--- src/hw/rtl/c2dfe_ram.sv ---
// generic single-write, single-read ram with registered read data
// no dependencies
module c2dfe_ram #(
  parameter int unsigned WIDTH = 16,
  parameter int unsigned DEPTH = 64,
  parameter int unsigned AW = (DEPTH > 1) ? $clog2(DEPTH) : 1
) (
  input  logic             clk_i,
  input  logic             we_i,
  input  logic [AW-1:0]    waddr_i,
  input  logic [WIDTH-1:0] wdata_i,
  input  logic [AW-1:0]    raddr_i,
  output logic [WIDTH-1:0] rdata_o
);

  logic [WIDTH-1:0] mem_q [DEPTH];

  always_ff @(posedge clk_i) begin
    if (we_i) begin
      mem_q[waddr_i] <= wdata_i;
    end
    rdata_o <= mem_q[raddr_i];
  end

endmodule

--- config.mk ---
export PLATFORM = sky130hd
export DESIGN_NAME = c2dfe_ram
export DESIGN_NICKNAME = d
export VERILOG_FILES = /design/src/hw/rtl/c2dfe_ram.sv
export SDC_FILE = /design/constraint.sdc
export NUM_CORES = 1
export LEC_CHECK = 0
export BUFFER_PORTS_ARGS = -buffer_cell sky130_fd_sc_hd__buf_4
export CORE_MARGIN = 10
export CORE_UTILIZATION = 40
export CTS_BUF_LIST = sky130_fd_sc_hd__clkbuf_16
export DETAILED_ROUTE_END_ITERATION = 12
export GPL_TIMING_DRIVEN = 0
export PLACE_DENSITY = 0.61
export SLEW_MARGIN = 10
export SYNTH_ARGS = -nofsm -noshare
export SYNTH_HDL_FRONTEND = slang
export SYNTH_SLANG_ARGS = --single-unit
--- constraint.sdc ---
create_clock -name clk_i -period 2.6 [get_ports clk_i]
set_input_delay 0.39 -clock clk_i [delete_from_list [all_inputs] [get_ports clk_i]]
set_output_delay 0.39 -clock clk_i [all_outputs]
set_load 0.02 [all_outputs]
After elaboration in Yosys (flattened, before gate mapping):

Memories as Yosys holds them, arrays and structs flattened. A register that Yosys moved wholly into a read port is not among the register bits.
Index checks and enable logic that the tools add are counted.

* bits in registers: 0
* bits in latches: 0
* RAM bits: 1024
* memory bits (read-only): 0
* memories kept: 1

* $add $sub $neg: 0
* $mul: 0
* div/mod/pow operators: 0
* $lt $le $gt $ge: 0
* equality and inequality tests: 0
* shift-type cells: 0
* mux-type cells: 2
* bitwise operators: 0
* reduce and logical (&&, ||, !) cells: 0

Memory list
* mem_q: words 64, width 16, read ports 1, clocked after memory_dff 1, wr ports 1, line 16 `logic [WIDTH-1:0] mem_q [DEPTH];`

Operators with widths (number)
* $mux 1: 2

Longest topological paths before layout:

* depth after elaboration: 2
* mapped depth: 10

Worst setup path after synthesis:

OpenSTA, ideal clock, no wires.

* kind: in2reg
* from: input waddr_i[3]
* to: memory mem_q[48][0], enable pin
* data arrival time: 2.016 ns
* required time: 2.191 ns
* setup slack: 0.175 ns
* stages on the path: 4
* path buffers: 1
* path through: clkbuf_1 > nor2b_1 > nand4b_1 > nor3_1

RTL lines
* from (decl): line 10 `input logic [AW-1:0] waddr_i,`
* to (decl): line 16

Straight into the memory's write port.

==> flow_metrics.py <==
metrics = {
    "status": {
        "status": "complete, but fails checks",
        "violations": "negative setup slack",
    },
    "setup_path": {
        "r2r_cells": 5,
        "timing.rr.start": "mem_q[18][0]",
        "critPathKind": "in -> reg",
        "rr_endpoint": "rdata_o[0]",
        "max_stage_delay_ns": 0.66,
        "cpMostUsedCell": "buf_2",
        "crit_family": "buffers and inverters",
        "required_ns": 3.10,
        "startpoint_type": "primary input",
        "critPathLaunch": "raddr_i[2]",
        "critPathArrivalTime_ns": 3.12,
        "slowest_stage": "a31oi_1",
        "endpoint_kind": "register",
        "reg2reg_slack_ns": 0.18,
        "crit_chain": "buf_2 > buf_2 > buf_2 > buf_2 > mux2i_1 > nand3_1 > a31oi_1 > a311oi_1",
        "crit_fanout": 10,
        "path_buf_inv": 4,
    },
    "clocking": {
        "numCtsBuffers": 102,
        "clockRootBuffer": "clkbuf_16",
        "cts.clk_slew.worst_paths_ns": 0.06,
        "clock-sinks": 1040,
        "cts_tree": "done",
        "postCtsHoldBufs": 0,
        "clockBufferDepth": 3,
        "htree_levels": 3,
        "clk_latency_ns": 0.68,
    },
    "global_route": {
        "grt_max_degree": 65,
        "gr-total-overflow": 0,
        "grt_pass1_vias": 20002,
        "grt_usage_pct": 18.2,
        "grt_pass1_wl_mm": 147,
        "antenna_found_initial": 10,
    },
    "sta": {
        "fmax_ghz": 0.382,
        "fin_crit_sh_pct": 101,
        "slew_violations": 0,
        "period_needed_ns": 2.62,
        "slew_headroom_pct": 23.5,
        "grt_setup_unrepaired": "false",
        "timing.final.ws_setup_ns": -0.0191,
        "tightest_slew_ns": 1.14,
        "finalHoldViolCount": 0,
        "worst_hold_slack_ns": 0.301,
        "setup-violations-final": 2,
        "clock_skew_ns": 0.0219,
    },
    "synthesis": {
        "yosysWarningCount": 0,
        "ys_async_sr_fraction_pct": 0,
        "synth_nets": 1859,
        "synthCells": 1829,
        "netlist_area_um2": 40000,
        "synth_seq_cells": 1040,
        "syn_avg_cell_area_um2": 21.9,
        "synthTopCellsByArea": "edfxtp_1 (77%), mux4_2 (12%), mux2i_1 (2.1%)",
        "synthDistinctLibCells": 43,
        "synth_top_family_by_area": "multiplexers",
        "synth_mux_area_share_pct": 15.5,
        "synth_top_area_cell": "edfxtp_1",
        "synth-simple-area-share_pct": 2.65,
        "synth_top_area_share_pct": 76.8,
        "ys_seq_area_share_pct": 77.6,
        "synth-compound-area-share_pct": 2.41,
        "synth_edf_count": 1024,
        "synthFlopType": "edfxtp_1",
        "synth-xor-area-share_pct": 0,
        "synthAdderAreaFrac_pct": 0,
    },
    "worst_hold_path": {
        "holdPathStages": 1,
        "hp-start": "wdata_i[15]",
        "hp-class": "in -> reg",
        "hold_end": "mem_q[34][15]",
    },
    "placement": {
        "gp_congestion": 0.881,
        "port_buffers": 38,
        "post-dp-hpwl_mm": 67.3,
        "pre_cts_ws_ns": -0.659,
    },
    "floorplan": {
        "coreArea_um2": 98900,
        "die_x_um": 336,
        "row_count": 115,
        "die_h_um": 336,
        "start_util_pct": 40.5,
        "boundaryPins": 46,
        "die_area_um2": 113000,
    },
    "drt": {
        "final_antenna_net_count": 0,
        "finalWirelength_mm": 103,
        "wl_per_cell_um": 30.2,
        "vias": 19603,
        "dr.pass1.iters": 7,
        "drtIter0Drc": 2312,
        "drc": 0,
        "viasPerCell": 5.75,
    },
    "layout": {
        "drive_gt1_share_pct": 30.6,
        "finalNetCount": 2065,
        "seq_area_um2": 31100,
        "multi_input_area_um2": 8440,
        "fillers": 7983,
        "area_delta_synth_final_pct": 15.9,
        "fin_util_pct": 46.9,
        "most-common-layout-cells": "edfxtp_1 (1024), mux4_2 (220), clkbuf_16 (103)",
        "final_common_cell": "edfxtp_1",
    },
    "power": {
        "cellPowerDensity_nw_per_um2": 757,
        "max-vdd-ir-drop_uv": 515,
        "leakagePower_nw": 14.7,
    },
    "flow_run": {
        "drv_cap": 0,
    },
}
-- state kept, by name, indices dropped and copies added (netlist names) --
register and cells:
mem_q 1024, rdata_o 16
-- cells in the mapped netlist, drive strengths merged, types with 3 or more instances --
library cell	count
a221oi	16
buf	77
nand4	12
edfxtp	1024
clkbuf	27
a21oi	17
a211o	8
nand2b	3
nand2	60
a211oi	8
nor2	74
a31oi	8
nor4	3
a311oi	8
a221o	6
and4	5
nand3	24
mux4	224
nor2b	30
a22oi	39
dfxtp	16
a41oi	5
mux2i	85
mux2	27
a22o	6
o21ai	8
-- worst max path at each step --
stage	to	slack [ns]	cells past startpoint
final	rdata_o[0]	-0.02	8
after detailed placement	rdata_o[1]	-0.66	8
after global routing	rdata_o[0]	0.04	8
after CTS	rdata_o[1]	0.02	8
after global placement	mem_q[48][15]	-1.09	3
after floorplan	mem_q[48][0]	0.18	4
-- layer usage --
layer,GRT usage [%],share of wire [%],routed length (um)
met5,0,0.026,27
met4,5.26,2.8,2890
met3,4.64,9.0,9280
met2,28.8,48,49000
met1,24.7,41,41700
-- through the flow --
stage	area [um2]	TNS, ns	total power (W)	cells
3_3_place_gp	41900	-647.27	0.0208	3154
4_1_cts	46400	0	0.0354	3405
3_5_place_dp	43100	-94.76	0.0209	3218
6_report	46400	-0.0274	0.0351	3409
2_1_floorplan	40000	0	0.0199	1829
5_1_grt	46400	0	0.0361	3405
-- final cells by class --
class	count	area share [%]
flip-flops and latches	1040	67.0
clock buffers	103	5.55
repair buffers	102	2.71
multi-input cells	685	18.2
plain buffers	104	1.58
diodes	4	0.0216
clock inverters	84	1.53
well taps	1287	3.47
-- what timing repair did --
action | CTS | global route
gates resized for setup | 0 | 7
buffers inserted | 0 | 0
endpoints found under the setup margin | 0 | 5
-- power by group --
group | total (W) | internal (W) | switching (W)
Clock | 0.0146 | 0.00837 | 0.00623
Combinational | 0.00196 | 0.000678 | 0.00128
Sequential | 0.0186 | 0.0186 | 0.0000343
Total | 0.0351 | 0.0276 | 0.00754
-- kinds of logic after synthesis --
kind of cell,after synthesis
flip-flops,1040
multiplexers,336
AND/OR/NAND/NOR,220
AO/OA/AOI/OAI,129
buffers and inverters,104
Power figures use the tool's default switching activity.
